### config.mk
export PLATFORM = sky130hd
export DESIGN_NAME = record_field_decoder_crc32c_core_flat
export DESIGN_NICKNAME = d
export VERILOG_FILES = /design/src/hdl/rfd_pkg.sv /design/src/hdl/rfd_if.sv /design/src/hdl/rfd_queue.sv /design/src/hdl/rfd_front.sv /design/src/hdl/rfd_back.sv /design/src/hdl/record_field_decoder_crc32c_core.sv /design/src/flat_wrapper.sv
export SDC_FILE = /design/constraint.sdc
export NUM_CORES = 1
export LEC_CHECK = 0
export ABC_AREA = 1
export ABC_CLOCK_PERIOD_IN_PS = 3700
export BUFFER_PORTS_ARGS = -buffer_cell sky130_fd_sc_hd__buf_2
export CORE_MARGIN = 10
export CORE_UTILIZATION = 57
export CTS_BUF_LIST = sky130_fd_sc_hd__clkbuf_16
export DETAILED_ROUTE_END_ITERATION = 6
export PLACE_DENSITY = 0.87
export SLEW_MARGIN = 25
export SYNTH_ARGS = -nofsm -noshare
export SYNTH_HDL_FRONTEND = slang
export SYNTH_SLANG_ARGS = --single-unit
### constraint.sdc
create_clock -name clk -period 3.7 [get_ports clk]
set_input_delay 0.74 -clock clk [delete_from_list [all_inputs] [get_ports clk]]
set_output_delay 0.74 -clock clk [all_outputs]
set_load 0.02 [all_outputs]
### src/hdl/rfd_pkg.sv
`timescale 1ns / 1ps
`default_nettype none
// ---------------------------------------------------------------------------
// rfd_pkg: shared types and helpers for the record field decoder
// Field kind and status codes, the classified item that travels from the
// front to the back, and the CRC-32C and hex digit helpers.
// ---------------------------------------------------------------------------
package rfd_pkg;

	// field kinds
	localparam logic [1:0] MODE_VARINT  = 2'd0;
	localparam logic [1:0] MODE_DECIMAL = 2'd1;
	localparam logic [1:0] MODE_HEX     = 2'd2;
	localparam logic [1:0] MODE_WORD    = 2'd3;

	// result status codes
	localparam logic [1:0] ST_OK       = 2'd0;
	localparam logic [1:0] ST_BAD_CHAR = 2'd1;
	localparam logic [1:0] ST_END      = 2'd2;
	localparam logic [1:0] ST_OVERFLOW = 2'd3;

	localparam int unsigned VALUE_W   = 64;
	localparam int unsigned CRC_W     = 32;
	localparam int unsigned SHIFT_W   = 7;
	localparam int unsigned GROUP_W   = 7;
	localparam logic [SHIFT_W-1:0] VARINT_STEP  = 7'd7;
	localparam logic [SHIFT_W-1:0] VARINT_LIMIT = 7'd70;
	localparam logic [SHIFT_W-1:0] VALUE_BITS   = 7'd64;
	localparam logic [CRC_W-1:0]   CRC_POLY     = 32'h82f6_3b78;

	// queue between front and back
	localparam int unsigned QUEUE_DEPTH = 2;
	localparam int unsigned QPTR_W      = $clog2(QUEUE_DEPTH);
	localparam int unsigned QCNT_W      = $clog2(QUEUE_DEPTH + 1);

	// classified input item
	typedef struct packed {
		logic [7:0] data;
		logic [1:0] mode;
		logic       eod;
		logic       clr;
		logic       is_digit;
		logic       hex_bad;
		logic [3:0] hex_val;
	} rfd_item_t;

	// queue status toward its users
	typedef struct packed {
		logic full;
		logic head_valid;
	} rfd_qstat_t;

	// one byte of reflected CRC-32C
	function automatic logic [CRC_W-1:0] crc_byte(input logic [CRC_W-1:0] crc_in,
		input logic [7:0] b);
		logic [CRC_W-1:0] c;
		c = crc_in ^ {24'd0, b};
		for (int i = 0; i < 8; i++) begin
			c = c[0] ? ((c >> 1) ^ CRC_POLY) : (c >> 1);
		end
		return c;
	endfunction

	// hex digit decode: bit 4 set for a non-hex character
	function automatic logic [4:0] hex_digit(input logic [7:0] c);
		logic [4:0] d;
		if (c >= 8'h30 && c <= 8'h39) begin
			d = {1'b0, c[3:0]};
		end else if ((c >= 8'h61 && c <= 8'h66) || (c >= 8'h41 && c <= 8'h46)) begin
			d = {1'b0, c[3:0] + 4'd9};
		end else begin
			d = 5'h10;
		end
		return d;
	endfunction

endpackage
`default_nettype wire

### src/hdl/rfd_if.sv
`timescale 1ns / 1ps
`default_nettype none
// ---------------------------------------------------------------------------
// rfd_in_if / rfd_out_if: byte and field channels
// Valid/ready channels carrying stream bytes in and decoded fields out.
// ---------------------------------------------------------------------------
interface rfd_in_if;
	logic       valid;
	logic       ready;
	logic [7:0] data_byte;
	logic [1:0] mode;
	logic       end_of_data;
	logic       clear_crc;

	modport source (output valid, data_byte, mode, end_of_data, clear_crc, input ready);
	modport sink   (input valid, data_byte, mode, end_of_data, clear_crc, output ready);
endinterface

interface rfd_out_if;
	logic        valid;
	logic        ready;
	logic [63:0] value;
	logic [1:0]  status;
	logic        byte_used;
	logic [31:0] checksum;

	modport source (output valid, value, status, byte_used, checksum, input ready);
	modport sink   (input valid, value, status, byte_used, checksum, output ready);
endinterface
`default_nettype wire

### src/hdl/rfd_queue.sv
`timescale 1ns / 1ps
`default_nettype none
// ---------------------------------------------------------------------------
// rfd_queue: short queue between front and back
// Small register FIFO of classified items; push and pop may share a cycle.
// ---------------------------------------------------------------------------
module rfd_queue (
	input  wire logic              clk,
	input  wire logic              arst_n,
	input  wire logic              push,
	input  wire rfd_pkg::rfd_item_t push_item,
	input  wire logic              pop,
	output rfd_pkg::rfd_qstat_t    stat,
	output rfd_pkg::rfd_item_t     head_item
);

	rfd_pkg::rfd_item_t                   entry_q [rfd_pkg::QUEUE_DEPTH];
	logic [rfd_pkg::QPTR_W-1:0]           wr_ptr_q;
	logic [rfd_pkg::QPTR_W-1:0]           rd_ptr_q;
	logic [rfd_pkg::QCNT_W-1:0]           count_q;

	localparam logic [rfd_pkg::QPTR_W-1:0] LAST_PTR =
		rfd_pkg::QPTR_W'(rfd_pkg::QUEUE_DEPTH - 1);

	assign stat.full       = (count_q == rfd_pkg::QCNT_W'(rfd_pkg::QUEUE_DEPTH));
	assign stat.head_valid = (count_q != '0);
	assign head_item       = entry_q[rd_ptr_q];

	// pointers and fill count
	always_ff @(posedge clk or negedge arst_n) begin
		if (!arst_n) begin
			wr_ptr_q <= '0;
			rd_ptr_q <= '0;
			count_q  <= '0;
		end else begin
			if (push) begin
				wr_ptr_q <= (wr_ptr_q == LAST_PTR) ? '0 : wr_ptr_q + 1'b1;
			end
			if (pop) begin
				rd_ptr_q <= (rd_ptr_q == LAST_PTR) ? '0 : rd_ptr_q + 1'b1;
			end
			if (push && !pop) begin
				count_q <= count_q + 1'b1;
			end else if (pop && !push) begin
				count_q <= count_q - 1'b1;
			end
		end
	end

	// entry storage
	always_ff @(posedge clk) begin
		if (push) begin
			entry_q[wr_ptr_q] <= push_item;
		end
	end

endmodule
`default_nettype wire

### src/hdl/rfd_front.sv
`timescale 1ns / 1ps
`default_nettype none
// ---------------------------------------------------------------------------
// rfd_front: byte intake and classification
// Takes stream bytes, tags digit and hex classes and pushes them queued.
// ---------------------------------------------------------------------------
module rfd_front (
	rfd_in_if.sink                 byte_ch,
	input  wire rfd_pkg::rfd_qstat_t qstat,
	output logic                   push,
	output rfd_pkg::rfd_item_t     push_item
);

	logic [4:0] hex_dec;

	// take a byte whenever the queue has room
	assign byte_ch.ready = !qstat.full;
	assign push          = byte_ch.valid && !qstat.full;

	// character classes
	assign hex_dec = rfd_pkg::hex_digit(byte_ch.data_byte);

	always_comb begin
		push_item.data     = byte_ch.data_byte;
		push_item.mode     = byte_ch.mode;
		push_item.eod      = byte_ch.end_of_data;
		push_item.clr      = byte_ch.clear_crc;
		push_item.is_digit = (byte_ch.data_byte >= 8'h30) && (byte_ch.data_byte <= 8'h39);
		push_item.hex_bad  = hex_dec[4];
		push_item.hex_val  = hex_dec[3:0];
	end

endmodule
`default_nettype wire

### src/hdl/rfd_back.sv
`timescale 1ns / 1ps
`default_nettype none
// ---------------------------------------------------------------------------
// rfd_back: field state, checksum and result register
// Applies one classified byte per cycle to the field state and the CRC; a
// field-ending byte waits for the output register of finished fields to free.
// ---------------------------------------------------------------------------
module rfd_back (
	input  wire logic              clk,
	input  wire logic              arst_n,
	input  wire rfd_pkg::rfd_qstat_t qstat,
	input  wire rfd_pkg::rfd_item_t  head_item,
	output logic                   pop,
	rfd_out_if.source              field_ch
);

	// field state
	logic [63:0] acc_q;
	logic [6:0]  shift_q;
	logic        active_q;
	logic [3:0]  nibble_q;
	logic [1:0]  wcnt_q;
	logic [31:0] crc_q;

	// result register
	logic        out_valid_q;
	logic [63:0] out_value_q;
	logic [1:0]  out_status_q;
	logic        out_used_q;
	logic [31:0] out_crc_q;

	// next state
	logic [63:0] acc_d;
	logic [6:0]  shift_d;
	logic        active_d;
	logic [3:0]  nibble_d;
	logic [1:0]  wcnt_d;
	logic [31:0] crc_base;
	logic [31:0] crc_d;
	logic        done;
	logic        used;
	logic [63:0] val;
	logic [1:0]  st;
	logic [63:0] group_sh;
	logic [63:0] times_ten;
	logic [63:0] word_sh;

	assign crc_base  = head_item.clr ? '0 : crc_q;
	assign group_sh  = (shift_q < rfd_pkg::VALUE_BITS)
		? ({57'd0, head_item.data[rfd_pkg::GROUP_W-1:0]} << shift_q[5:0]) : '0;
	assign times_ten = (acc_q << 3) + (acc_q << 1) + {60'd0, head_item.data[3:0]};
	assign word_sh   = {56'd0, head_item.data} << {wcnt_q, 3'b000};

	// per-kind field update
	always_comb begin
		acc_d    = acc_q;
		shift_d  = shift_q;
		active_d = active_q;
		nibble_d = nibble_q;
		wcnt_d   = wcnt_q;
		done     = 1'b0;
		used     = 1'b1;
		val      = '0;
		st       = rfd_pkg::ST_OK;
		if (head_item.eod) begin
			used = 1'b0;
			done = 1'b1;
			if (head_item.mode == rfd_pkg::MODE_DECIMAL && active_q) begin
				val = acc_q;
			end else begin
				st = rfd_pkg::ST_END;
			end
		end else begin
			unique case (head_item.mode)
				rfd_pkg::MODE_VARINT: begin
					if (shift_q >= rfd_pkg::VARINT_LIMIT) begin
						st   = rfd_pkg::ST_OVERFLOW;
						done = 1'b1;
					end else begin
						acc_d = acc_q | group_sh;
						if (head_item.data[7]) begin
							val  = acc_d;
							done = 1'b1;
						end else begin
							shift_d  = shift_q + rfd_pkg::VARINT_STEP;
							active_d = 1'b1;
						end
					end
				end
				rfd_pkg::MODE_DECIMAL: begin
					if (!active_q) begin
						if (head_item.is_digit) begin
							acc_d    = {60'd0, head_item.data[3:0]};
							active_d = 1'b1;
						end else begin
							st   = rfd_pkg::ST_BAD_CHAR;
							done = 1'b1;
						end
					end else if (head_item.is_digit) begin
						acc_d = times_ten;
					end else begin
						val  = acc_q;
						used = 1'b0;
						done = 1'b1;
					end
				end
				rfd_pkg::MODE_HEX: begin
					if (!active_q) begin
						nibble_d = head_item.hex_val;
						acc_d    = {63'd0, head_item.hex_bad};
						active_d = 1'b1;
					end else begin
						if (head_item.hex_bad || acc_q[0]) begin
							st = rfd_pkg::ST_BAD_CHAR;
						end else begin
							val = {56'd0, nibble_q, head_item.hex_val};
						end
						done = 1'b1;
					end
				end
				rfd_pkg::MODE_WORD: begin
					acc_d = acc_q | word_sh;
					if (wcnt_q == 2'd3) begin
						val  = {32'd0, acc_d[31:0]};
						done = 1'b1;
					end else begin
						wcnt_d   = wcnt_q + 2'd1;
						active_d = 1'b1;
					end
				end
				default: begin
					done = 1'b0;
				end
			endcase
		end
		crc_d = (used && !head_item.eod) ? rfd_pkg::crc_byte(crc_base, head_item.data)
			: crc_base;
	end

	// a field-ending byte needs a free result slot
	assign pop = qstat.head_valid && (!done || !out_valid_q || field_ch.ready);

	// field state registers
	always_ff @(posedge clk or negedge arst_n) begin
		if (!arst_n) begin
			acc_q    <= '0;
			shift_q  <= '0;
			active_q <= 1'b0;
			nibble_q <= '0;
			wcnt_q   <= '0;
			crc_q    <= '0;
		end else if (pop) begin
			crc_q <= crc_d;
			if (done) begin
				acc_q    <= '0;
				shift_q  <= '0;
				active_q <= 1'b0;
				nibble_q <= '0;
				wcnt_q   <= '0;
			end else begin
				acc_q    <= acc_d;
				shift_q  <= shift_d;
				active_q <= active_d;
				nibble_q <= nibble_d;
				wcnt_q   <= wcnt_d;
			end
		end
	end

	// result valid flag
	always_ff @(posedge clk or negedge arst_n) begin
		if (!arst_n) begin
			out_valid_q <= 1'b0;
		end else if (pop && done) begin
			out_valid_q <= 1'b1;
		end else if (field_ch.ready) begin
			out_valid_q <= 1'b0;
		end
	end

	// result payload
	always_ff @(posedge clk) begin
		if (pop && done) begin
			out_value_q  <= (st != rfd_pkg::ST_OK) ? '0 : val;
			out_status_q <= st;
			out_used_q   <= used;
			out_crc_q    <= crc_d;
		end
	end

	assign field_ch.valid     = out_valid_q;
	assign field_ch.value     = out_value_q;
	assign field_ch.status    = out_status_q;
	assign field_ch.byte_used = out_used_q;
	assign field_ch.checksum  = out_crc_q;

endmodule
`default_nettype wire

### src/hdl/record_field_decoder_crc32c_core.sv
`timescale 1ns / 1ps
`default_nettype none
// ---------------------------------------------------------------------------
// record_field_decoder_crc32c_core: record field decoder with CRC-32C
// Decodes varint, decimal, hex pair and little-endian word fields from a
// byte stream and keeps a running CRC-32C over the consumed bytes.
// ---------------------------------------------------------------------------
// The block takes one byte per clock cycle while its queue has room; the byte
// that ends a field is registered in the queue, then its result is registered
// in the back stage and offered. With the result side ready it sustains one
// byte every cycle. The back stage sets that figure: each byte is applied
// combinationally through the CRC-32C byte step and the 64-bit times-ten
// add of the decimal field. A two-entry queue between intake and back lets
// the byte side keep going for two bytes while a finished field waits to
// be taken; bytes that end no field pass through even while a result waits.
module record_field_decoder_crc32c_core (
	input  wire logic  clk,
	input  wire logic  arst_n,
	rfd_in_if.sink     byte_ch,
	rfd_out_if.source  field_ch
);

	logic                 push;
	logic                 pop;
	rfd_pkg::rfd_item_t   push_item;
	rfd_pkg::rfd_item_t   head_item;
	rfd_pkg::rfd_qstat_t  qstat;

	// intake and classification
	rfd_front u_front (
		.byte_ch   (byte_ch),
		.qstat     (qstat),
		.push      (push),
		.push_item (push_item)
	);

	// decoupling queue
	rfd_queue u_queue (
		.clk       (clk),
		.arst_n    (arst_n),
		.push      (push),
		.push_item (push_item),
		.pop       (pop),
		.stat      (qstat),
		.head_item (head_item)
	);

	// field decode and checksum
	rfd_back u_back (
		.clk       (clk),
		.arst_n    (arst_n),
		.qstat     (qstat),
		.head_item (head_item),
		.pop       (pop),
		.field_ch  (field_ch)
	);

endmodule
`default_nettype wire

### src/flat_wrapper.sv
// flat-port wrapper written by rule: the top's interface ports become plain ports
module record_field_decoder_crc32c_core_flat 
  (clk, arst_n, byte_ch_valid, byte_ch_data_byte, byte_ch_mode, byte_ch_end_of_data, byte_ch_clear_crc, byte_ch_ready, field_ch_valid, field_ch_value, field_ch_status, field_ch_byte_used, field_ch_checksum, field_ch_ready);
  rfd_in_if byte_ch_i ();
  rfd_out_if field_ch_i ();
  input  wire logic clk;
  input  wire logic arst_n;
  input wire logic [$bits(byte_ch_i.valid)-1:0] byte_ch_valid;
  input wire logic [$bits(byte_ch_i.data_byte)-1:0] byte_ch_data_byte;
  input wire logic [$bits(byte_ch_i.mode)-1:0] byte_ch_mode;
  input wire logic [$bits(byte_ch_i.end_of_data)-1:0] byte_ch_end_of_data;
  input wire logic [$bits(byte_ch_i.clear_crc)-1:0] byte_ch_clear_crc;
  output wire logic [$bits(byte_ch_i.ready)-1:0] byte_ch_ready;
  output wire logic [$bits(field_ch_i.valid)-1:0] field_ch_valid;
  output wire logic [$bits(field_ch_i.value)-1:0] field_ch_value;
  output wire logic [$bits(field_ch_i.status)-1:0] field_ch_status;
  output wire logic [$bits(field_ch_i.byte_used)-1:0] field_ch_byte_used;
  output wire logic [$bits(field_ch_i.checksum)-1:0] field_ch_checksum;
  input wire logic [$bits(field_ch_i.ready)-1:0] field_ch_ready;
  assign byte_ch_i.valid = byte_ch_valid;
  assign byte_ch_i.data_byte = byte_ch_data_byte;
  assign byte_ch_i.mode = byte_ch_mode;
  assign byte_ch_i.end_of_data = byte_ch_end_of_data;
  assign byte_ch_i.clear_crc = byte_ch_clear_crc;
  assign byte_ch_ready = byte_ch_i.ready;
  assign field_ch_valid = field_ch_i.valid;
  assign field_ch_value = field_ch_i.value;
  assign field_ch_status = field_ch_i.status;
  assign field_ch_byte_used = field_ch_i.byte_used;
  assign field_ch_checksum = field_ch_i.checksum;
  assign field_ch_i.ready = field_ch_ready;
  record_field_decoder_crc32c_core u_core (.clk(clk), .arst_n(arst_n), .byte_ch(byte_ch_i), .field_ch(field_ch_i));
endmodule
**Word level (Yosys, flattened, before mapping)**

Memories as Yosys holds them, arrays and structs flattened.
Cells that the tools add are included.

- Bitwise operators: 11
- Reduce and logical (&&, ||, !) cells: 33
- $add $sub $neg: 9
- Order comparisons: 8
- Shift operators: 2
- Equality and inequality tests: 15
- Mux-type cells: 78

Operator list:

| kind | number |
|---|---|
| 64-bit two-way mux | 14 |
| 64-bit one-hot mux with 4 select lines | 2 |
| 32-bit two-way mux | 11 |
| 16-bit NOT with 17-bit output | 8 |
| 64-bit OR | 2 |
| 64-bit by 4-bit adder with 64-bit output | 1 |
| 64-bit adder | 1 |
| 7-bit by 6-bit left shift with 64-bit output | 1 |
| 8-bit by 5-bit left shift with 64-bit output | 1 |
| 7-bit two-way mux | 5 |
| 32-bit by 8-bit bitwise XOR with 32-bit output | 1 |
| 1-bit two-way mux | 26 |
| 2-bit two-way mux | 9 |
| 8-bit by 7-bit greater-or-equal comparator with 1-bit output (second input constant) | 2 |
| 8-bit by 7-bit <= comparator with 1-bit output (second input constant) | 2 |
| 4-bit two-way mux | 4 |
| 8-bit two-way mux | 2 |
| 5-bit AND reduction | 3 |
| 2-bit nonzero test | 7 |
| 3-bit != test (second input constant) | 4 |
| 1-bit logical AND | 10 |
| 5-bit two-way mux | 2 |
| 2-bit == test (second input constant) | 4 |
| 8-bit by 6-bit greater-or-equal comparator with 1-bit output (second input constant) | 1 |
| other kinds (18) | 33 |

- Register bits after elaboration: 214
- Output and inout bits: 101
- Bits of input ports: 16
- RAM bits: 36
- Memories kept: 1

Memories:

| memory | words | width | read ports | clocked after memory_dff | wr ports | RTL line | RTL |
|---|---|---|---|---|---|---|---|
| u_core.u_queue.entry_q | 2 | 18 | 1 | 0 | 1 | rfd_queue.sv:17 | `rfd_pkg::rfd_item_t entry_q [rfd_pkg::QUEUE_DEPTH];` |

**Longest topological paths before layout**

Gate-level depths: netlist (run 1).
An unclocked memory read counts as a cell.

- Depth in word-level cells: 20
- Gate-level depth with buffers: 23

**Hierarchy**

A second synthesis (run 1) with hierarchy kept.

- Cells, all modules: 3,220
- Area total of the unflattened synthesis: 21,446.8 µm²

Modules (own cells, without submodules):

| module | seq. area each (µm²) | area each (µm²) | cells each | instances |
|---|---|---|---|---|
| rfd_back | 5,750.5 | 19,530.0 | 3,080 | 1 |
| rfd_queue | 1,181.1 | 1,555.2 | 81 | 1 |
| rfd_front | 0.0 | 361.6 | 59 | 1 |

**Least setup slack after synthesis (run 1)**

Ideal clock, no wire load.

- Path type: flip-flop to flip-flop
- Start: register u_core.u_queue.rd_ptr_q
- End: register u_core.u_back.out_used_q (netlist: u_core.u_back.field_ch.byte_used), enable pin
- Data required time: 3.247 ns
- Arrival: 3.656 ns
- Buffers on the path: 2
- Slack: -0.409 ns
- Stages on the path, launching flop included: 14
- Cells stage by stage: dfrtp_1 -> buf_6 -> nand2_1 -> nand2_2 -> nand2_2 -> nor2_1 -> nor3_4 -> nand3_4 -> nand2_1 -> o21ai_2 -> inv_2 -> buf_4 -> nand2_1 -> inv_1

- Cells in the longest elaborated chain, start to end: 10
- Elaborated cells on any way between the ends: 15
- Classes of those cells: eq/ne (3); mux (5); reduce/logical (6); memory (1)

Ends and longest elaborated chain:

| what | RTL line | RTL |
|---|---|---|
| start, declared | rfd_queue.sv:19 | `logic [rfd_pkg::QPTR_W-1:0] rd_ptr_q;` |
| start signal, assigned | rfd_queue.sv:40 | `rd_ptr_q <= (rd_ptr_q == LAST_PTR) ? '0 : rd_ptr_q + 1'b1;` |
| memory read 2 x 18 bit * | -- |  |
| 1-bit two-way mux | rfd_back.sv:81 | `if (head_item.data[7]) begin` |
| 1-bit two-way mux | rfd_back.sv:76 | `if (shift_q >= rfd_pkg::VARINT_LIMIT) begin` |
| 1-bit one-hot mux with 4 select lines | rfd_back.sv:74 | `unique case (head_item.mode)` |
| 1-bit two-way mux * | rfd_back.sv:65 | `if (head_item.eod) begin` |
| 1-bit zero test | rfd_back.sv:141 | `assign pop = qstat.head_valid && (!done \|\| !out_valid_q \|\| field_ch.ready);` |
| 1-bit logical OR (2 in a row) | rfd_back.sv:141 |  |
| 1-bit logical AND | rfd_back.sv:141 |  |
| 1-bit logical AND * | rfd_back.sv:183 | `if (pop && done) begin` |
| end signal, assigned | rfd_back.sv:186 | `out_used_q <= used;` |
| end, declared | rfd_back.sv:29 | `logic out_used_q;` |

Mark *: on every way between the ends. The rest lies on a longest branch, timed or not.
A chain may end at the register's enable or synchronous reset.

**Worst setup path after layout (run 1)**

- Start: register u_core.u_queue.rd_ptr_q
- End: register u_core.u_back.out_crc_q[18] (netlist: u_core.u_back.field_ch.checksum[18]) (data pin)

- Cells in the longest elaborated chain, start to end: 18
- Elaborated cells on any way between the ends: 26
- Classes of those cells: eq/ne (1); mux (14); bitwise (8); reduce/logical (2); memory (1)

Ends and longest elaborated chain:

| what | RTL line | RTL |
|---|---|---|
| memory read 2 x 18 bit * | -- |  |
| 32-bit two-way mux | rfd_back.sv:48 | `assign crc_base = head_item.clr ? '0 : crc_q;` |
| 32-bit by 8-bit bitwise XOR with 32-bit output | rfd_pkg.sv:57 | `c = crc_in ^ {24'd0, b};` |
| 16-bit NOT with 17-bit output (no line) | -- |  |
| 32-bit two-way mux (2 in a row) | rfd_pkg.sv:59 | `c = c[0] ? ((c >> 1) ^ CRC_POLY) : (c >> 1);` |
| 16-bit NOT with 17-bit output (no line) | -- |  |
| 32-bit two-way mux | rfd_pkg.sv:59 |  |
| 16-bit NOT with 17-bit output (no line) | -- |  |
| 32-bit two-way mux | rfd_pkg.sv:59 |  |
| 16-bit NOT with 17-bit output (no line) | -- |  |
| 32-bit two-way mux | rfd_pkg.sv:59 |  |
| 16-bit NOT with 17-bit output (no line) | -- |  |
| 32-bit two-way mux (2 in a row) | rfd_pkg.sv:59 |  |
| 16-bit NOT with 17-bit output (no line) | -- |  |
| 32-bit two-way mux | rfd_pkg.sv:59 |  |
| 32-bit two-way mux * | rfd_back.sv:136 | `crc_d = (used && !head_item.eod) ? rfd_pkg::crc_byte(crc_base, head_item.data)` |
| via u_core.u_back.crc_d[18] | rfd_back.sv:39 | `logic [31:0] crc_d;` |
| end signal, assigned | rfd_back.sv:187 | `out_crc_q <= crc_d;` |
| end, declared | rfd_back.sv:30 | `logic [31:0] out_crc_q;` |

The timed path passes the listed nets; every way through them passes the cells marked *.

==> out/summary.txt, run 1 <==
status: finished, violations left
failing checks: DRC
Chip Width: 212 µm
Die Area: 0.0451 mm²
Root Buffer: clkbuf_16
GRT Util Overall: 36.9%
largest net degree at the start of global routing: 119
Slew headroom: 32.5%
TritonRoute pass-1 iters: 7
port buffer count: 116
Site Rows: 70
Worst-Skew Late Latency: 0.60 ns
I/O pins: 117
Die H: 212 µm
crit path time final: 3.48 ns
Core Region: 0.0365 mm²
CP Class: register to register
f_max: 287 MHz
DRC viols: 1
hpwl dp: 64000 µm
clk_skew: 0.0395 ns
fin crit share: 94.1%
crit start category: register
final number of setup-violating endpoints: 0
Synth Instances: 3092
Final Hold Fails: 0
worst min-delay path class: input port to register
CTS sink cnt: 250
R2R Setup Slk: 0.22 ns
nets@finish: 3346
Synth Register Bits: 250
Ys Warns: 0
critical path data arrival time: 3.80 ns
area leader, netlist: edfxtp_1
Area Growth Syn to Fin: 10.6%
CTS buffer count: 28
Seq/Total Area, Yosys: 32.9%
Slew @ Worst Pin: 1.01 ns
fill count: 3281
Clock transition at path regs: 0.07 ns
RSZ-0062 raised after global routing: false
Final Wtd Congestion: 1.07
count of pins over their slew limit: 0
DRT iter0 DRCs: 3338
drt total wl: 84300 µm
post-synth top area share: 19.2%
layout cell share with drive strength beyond 1: 9.84%
drt wl/cell: 22.9 µm
final global-route overflow total: 0
post-synth cell types: 61
maximum clock path buffer count: 3
Vias: 22900
ys async rst share: 46.0%
H-tree Lvls: 1
CTS tree: built
Top FF cell, synth: edfxtp_1
first-pass GRT wire length: 128000 µm
worst-path fanout max: 17
most common cell in the netlist: nand2_1
ranking of synthesized cells by area: edfxtp_1 19%, nand2_1 18%, dfrtp_1 14%
Worst EP required: 4.02 ns
Initial Utilization: 57.7%
vias per cell: 6.22
Worst setup EP type: register
syn avg cell area: 6.81 µm²
max_cap viols: 0
vias in the first global route: 21500
Fin Setup TNS: 0 ns
post-synth net total: 3239
Synth top cells by count: 1015 x nand2_1, 332 x inv_1, 254 x o21ai_0
initial antenna violation count: 3
number of flops mapped to enable cells by yosys: 135
cell area after synthesis: 0.0211 mm²
ANT nets after route: 0
cell type report:
class,count,area (µm²),area share [%]
clock inverter,23,315,1.35
tap,468,586,2.51
inverter,349,1310,5.64
antenna,1,2.50,0.0107
sequential,250,6930,29.8
clock buffer,29,726,3.12
multi-input combinational,2392,12300,52.8
timing repair buffer,178,1130,4.83
cell usage in the layout (no fill, tap or decap), types with 5 or more instances in the layout:
master / count
clkbuf_16: 29
ha_1: 129
inv_2: 11
inv_1: 334
buf_2: 115
inv_6: 5
nor3_1: 16
nand2_1: 1012
dfrtp_1: 115
o21ai_1: 17
clkinv_1: 6
o21ai_2: 5
clkinv_2: 5
buf_12: 6
nor2_2: 8
buf_4: 56
o221ai_1: 10
o211ai_1: 5
a21boi_1: 19
bufinv_16: 7
o22ai_1: 49
nor2_1: 236
nand3_1: 174
nor4_1: 5
o21ai_0: 252
edfxtp_1: 135
and2_1: 16
nand2_4: 5
nand3b_1: 14
a21oi_1: 240
nor2_4: 5
nand2_2: 35
xnor2_1: 12
nand4_1: 15
xor2_1: 33
a22oi_1: 27
o21bai_1: 8
a21boi_0: 7
critical path, stage by stage, from the launching register on:
cell	delay (ns)
dfrtp_1	0.43
inv_2	0.10
buf_4	0.24
nand2_1	0.08
nand2_1	0.37
nand3_2	0.15
nand2_2	0.26
nand2_1	0.10
nand2_1	0.15
nand3_2	0.10
nand2_2	0.31
inv_2	0.23
nor2_2	0.33
nand3_1	0.14
nand3_1	0.13
inv_1	0.06
sequential cells by signal, indices dropped and copies added (netlist names), 4 cells and up:
name	cells
u_core.u_back.crc_q	32
u_core.u_back.field_ch.value	64
u_core.u_back.acc_q	64
u_core.u_back.shift_q	7
u_core.u_back.nibble_q	4
u_core.u_queue.entry_q	36
u_core.u_back.field_ch.checksum	32
cell families (layout without fill, tap and decap cells):
kind of cell | Yosys count | after routing | synth area share [%]
AO/OA/AOI/OAI | 659 | 659 | 17.5
XOR/XNOR | 48 | 48 | 2.21
adder cells (fa/ha/maj) | 131 | 131 | 7.85
buffers and inverters | 450 | 579 | 8.84
flip-flops | 250 | 250 | 32.9
other | 0 | 1 | 0
AND/OR/NAND/NOR | 1554 | 1554 | 30.7
stage by stage:
stage / setup WS (ns) / hold slack [ns] / utilization, % / instance area (µm²) / cells
after floorplan: 0.102 / 0.444 / - / 21100 / 3092
after global placement: 0.232 / 0.463 / 60.9 / 22200 / 3636
after detailed placement: 0.151 / 0.466 / 60.9 / 22200 / 3636
after CTS: 0.129 / 0.000635 / 63.7 / 23300 / 3688
after global routing: 0.0463 / 0.326 / 63.8 / 23300 / 3689
final: 0.219 / 0.327 / 63.8 / 23300 / 3690
what timing repair did:
| item | 4_1_cts | 5_1_grt |
|---|---|---|
| buffers inserted | 0 | 0 |
| hold endpoints to repair | 0 | 5 |
| gates resized for setup | 0 | 5 |
| hold buffers | 0 | 1 |
| setup endpoints to repair | 0 | 7 |
per-layer routing:
metal	track usage (%)	wire length, µm	share of wire, %	up-vias
li1	-	-	-	10500
met1	48.1	32700	39	10600
met2	56.6	36600	43	1544
met3	7.30	9590	11	326
met4	20.4	5380	6.4	4
met5	0	27	0.032	-
path summary, 6_finish.rpt:
kind,start,end,cells past startpoint
max,u_core.u_queue.rd_ptr_q$_DFFE_PN0P_,u_core.u_back.field_ch.checksum[18]$_DFFE_PP_,15
min,byte_ch_mode[1],u_core.u_queue.entry_q[0][9]$_DFFE_PP_,1
max in group asynchronous,arst_n,u_core.u_back.acc_q[35]$_DFFE_PN0P_,3
min reg2reg,u_core.u_back.crc_q[12]$_DFFE_PN0P_,u_core.u_back.crc_q[12]$_DFFE_PN0P_,2
max reg2reg,u_core.u_queue.rd_ptr_q$_DFFE_PN0P_,u_core.u_back.field_ch.checksum[18]$_DFFE_PP_,15
min in group asynchronous,arst_n,u_core.u_back.crc_q[10]$_DFFE_PN0P_,2
Power of run 1 is not shown: default switching activity piles up to over one toggle a cycle in this logic, so the estimate is an artifact.
==> inputs of run 2 (changes only) <==
--- a/config.mk
+++ b/config.mk
@@ -8,10 +8,14 @@
 export ABC_AREA = 1
 export ABC_CLOCK_PERIOD_IN_PS = 3700
 export BUFFER_PORTS_ARGS = -buffer_cell sky130_fd_sc_hd__buf_2
+export CELL_PAD_IN_SITES_DETAIL_PLACEMENT = 0
+export CELL_PAD_IN_SITES_GLOBAL_PLACEMENT = 1
 export CORE_MARGIN = 10
-export CORE_UTILIZATION = 57
+export CORE_UTILIZATION = 41
 export CTS_BUF_LIST = sky130_fd_sc_hd__clkbuf_16
 export DETAILED_ROUTE_END_ITERATION = 6
+export GPL_ROUTABILITY_DRIVEN = 0
+export MAX_ROUTING_LAYER = met4
 export PLACE_DENSITY = 0.87
 export SLEW_MARGIN = 25
 export SYNTH_ARGS = -nofsm -noshare
==> out/summary.txt, run 2 (synthesis results as in run 1) <==
status: finished, violations left
failing checks: DRC
clk_skew: 0.0149 ns
CTS buffer count: 31
final global-route overflow total: 0
first-pass GRT wire length: 119000 µm
Chip Width: 247 µm
Final Hold Fails: 0
GRT Util Overall: 25.6%
R2R depth: 21
Worst-Skew Late Latency: 0.59 ns
fill count: 5358
most frequent cells in the layout: 1013 x nand2_1, 334 x inv_1, 252 x o21ai_0
drt wl/cell: 19.8 µm
area of the multi-input gates: 0.0123 mm²
drt total wl: 77200 µm
worst reg2reg path startpoint: u_core.u_queue.rd_ptr_q$_DFFE_PN0P_
worst min-delay path class: input port to asynchronous set/reset pin
f_max: 291 MHz
crit path time final: 3.44 ns
met3 wire length: 6470 µm
Site Rows: 83
largest net degree at the start of global routing: 107
Crit path depth: 21
Buf/Inv on CP: 5
Post-CTS Hold Fix Bufs: 0
count of pins over their slew limit: 0
most frequent CP cell: nand2_1
vias per cell: 5.52
CP cell instances: inv_2 > buf_4 > nand2_1 > nand2_2 > ha_1 > ha_1 > inv_1 > fa_1 > o21ai_0 > buf_4 > nand2_1 > nand2_1 > buf_4 > nand2_1 > nand3_1 > nand2_1 > nand2_1 > nor2_1 > o21ai_0 > nand2_1 > a21oi_1
CTS resizes: 0
crit-path leading delay family: adder cells
post-CTS setup buffer count: 0
commonest non-fill, non-tap cell in the layout: nand2_1
fin crit share: 93.0%
CP max stage delay: 0.40 ns
TritonRoute pass-1 iters: 7
Core Region: 0.0511 mm²
CP Class: register to register
H-tree Lvls: 1
max_cap viols: 0
met1 WL: 32600 µm
crit start category: register
final number of setup-violating endpoints: 0
maximum clock path buffer count: 3
ANT nets after route: 0
Area Growth Syn to Fin: 11.7%
CTS sink cnt: 250
Initial Utilization: 41.2%
DRT iter0 DRCs: 2396
nets@finish: 3346
Worst EP required: 4.21 ns
Die Area: 0.0609 mm²
Worst setup EP type: register
CTS tree: built
Vias: 21600
Slew headroom: 32.4%
hpwl dp: 59400 µm
initial antenna violation count: 4
worst-path fanout max: 19
Root Buffer: clkbuf_16
RSZ-0062 raised after global routing: false
critical path data arrival time: 3.95 ns
register area: 0.00693 mm²
port buffer count: 116
Slew @ Worst Pin: 1.01 ns
Setup crit start: u_core.u_queue.rd_ptr_q$_DFFE_PN0P_
layout cell share with drive strength beyond 1: 9.80%
Fin Setup TNS: 0 ns
I/O pins: 117
Clock transition at path regs: 0.07 ns
vias in the first global route: 20400
DRC viols: 1
WL met2: 34500 µm
CP max-delay cell: fa_1
highest metal used: met4
Die H: 247 µm
==> run 2: changes by cell type in the layout (fill, tap and decap cells not counted), sizes merged <==
cell / delta
clkinv: +8
bufinv: -3
buf: -2
clkbuf: +2
inv: -2
diode: +1
dlygate4sd3: -1
==> run 2: metal layers <==
metal	track usage [%]	vias to the layer above
li1	-	10500
met3	3.61	171
met4	10.4	0
met5	-	-
met1	33.6	9947
met2	39.3	987
==> run 2: through the flow <==
stage	hold WS, ns	util [%]	instances	setup WS (ns)	area [µm²]
finish	0.0715	46.1	3905	0.258	23500
global route	0.0737	46.1	3905	0.0245	23500
CTS	0.0571	46.0	3903	0.229	23500
detailed placement	0.466	44.0	3846	0.226	22500
global placement	0.465	44.0	3846	0.302	22500
floorplan	0.444	-	3092	0.102	21100
==> run 2: final timing paths <==
kind / end / slack [ns]
max: u_core.u_back.acc_q[32]$_DFFE_PN0P_ / 0.26
min: u_core.u_back.crc_q[4]$_DFFE_PN0P_ / 0.07
max reg2reg: u_core.u_back.acc_q[32]$_DFFE_PN0P_ / 0.26
min reg2reg: u_core.u_back.crc_q[16]$_DFFE_PN0P_ / 0.48
max in group asynchronous: u_core.u_back.nibble_q[2]$_DFFE_PN0P_ / 2.80
min in group clk: u_core.u_queue.entry_q[0][6]$_DFFE_PP_ / 0.35
==> run 2: layout make-up <==
cell class	instances	area share, %
diodes	2	0.0213
clock buffers	31	3.30
clock inverters	26	1.07
inverters	349	5.58
multi-input cells	2392	52.3
flip-flops and latches	250	29.5
well taps	680	3.62
repair buffers	175	4.68
==> run 2: worst register-to-register path, delay by kind of cell, from the launching register on <==
family / cells / cell delay, ns
adders and majority gates: 3 / 0.89
and+or+nand+nor: 10 / 0.80
AOI/OAI and AO/OA: 3 / 0.60
buffers and inverters: 5 / 0.66
DFF: 1 / 0.39
Power of run 2 is left out for the same reason.
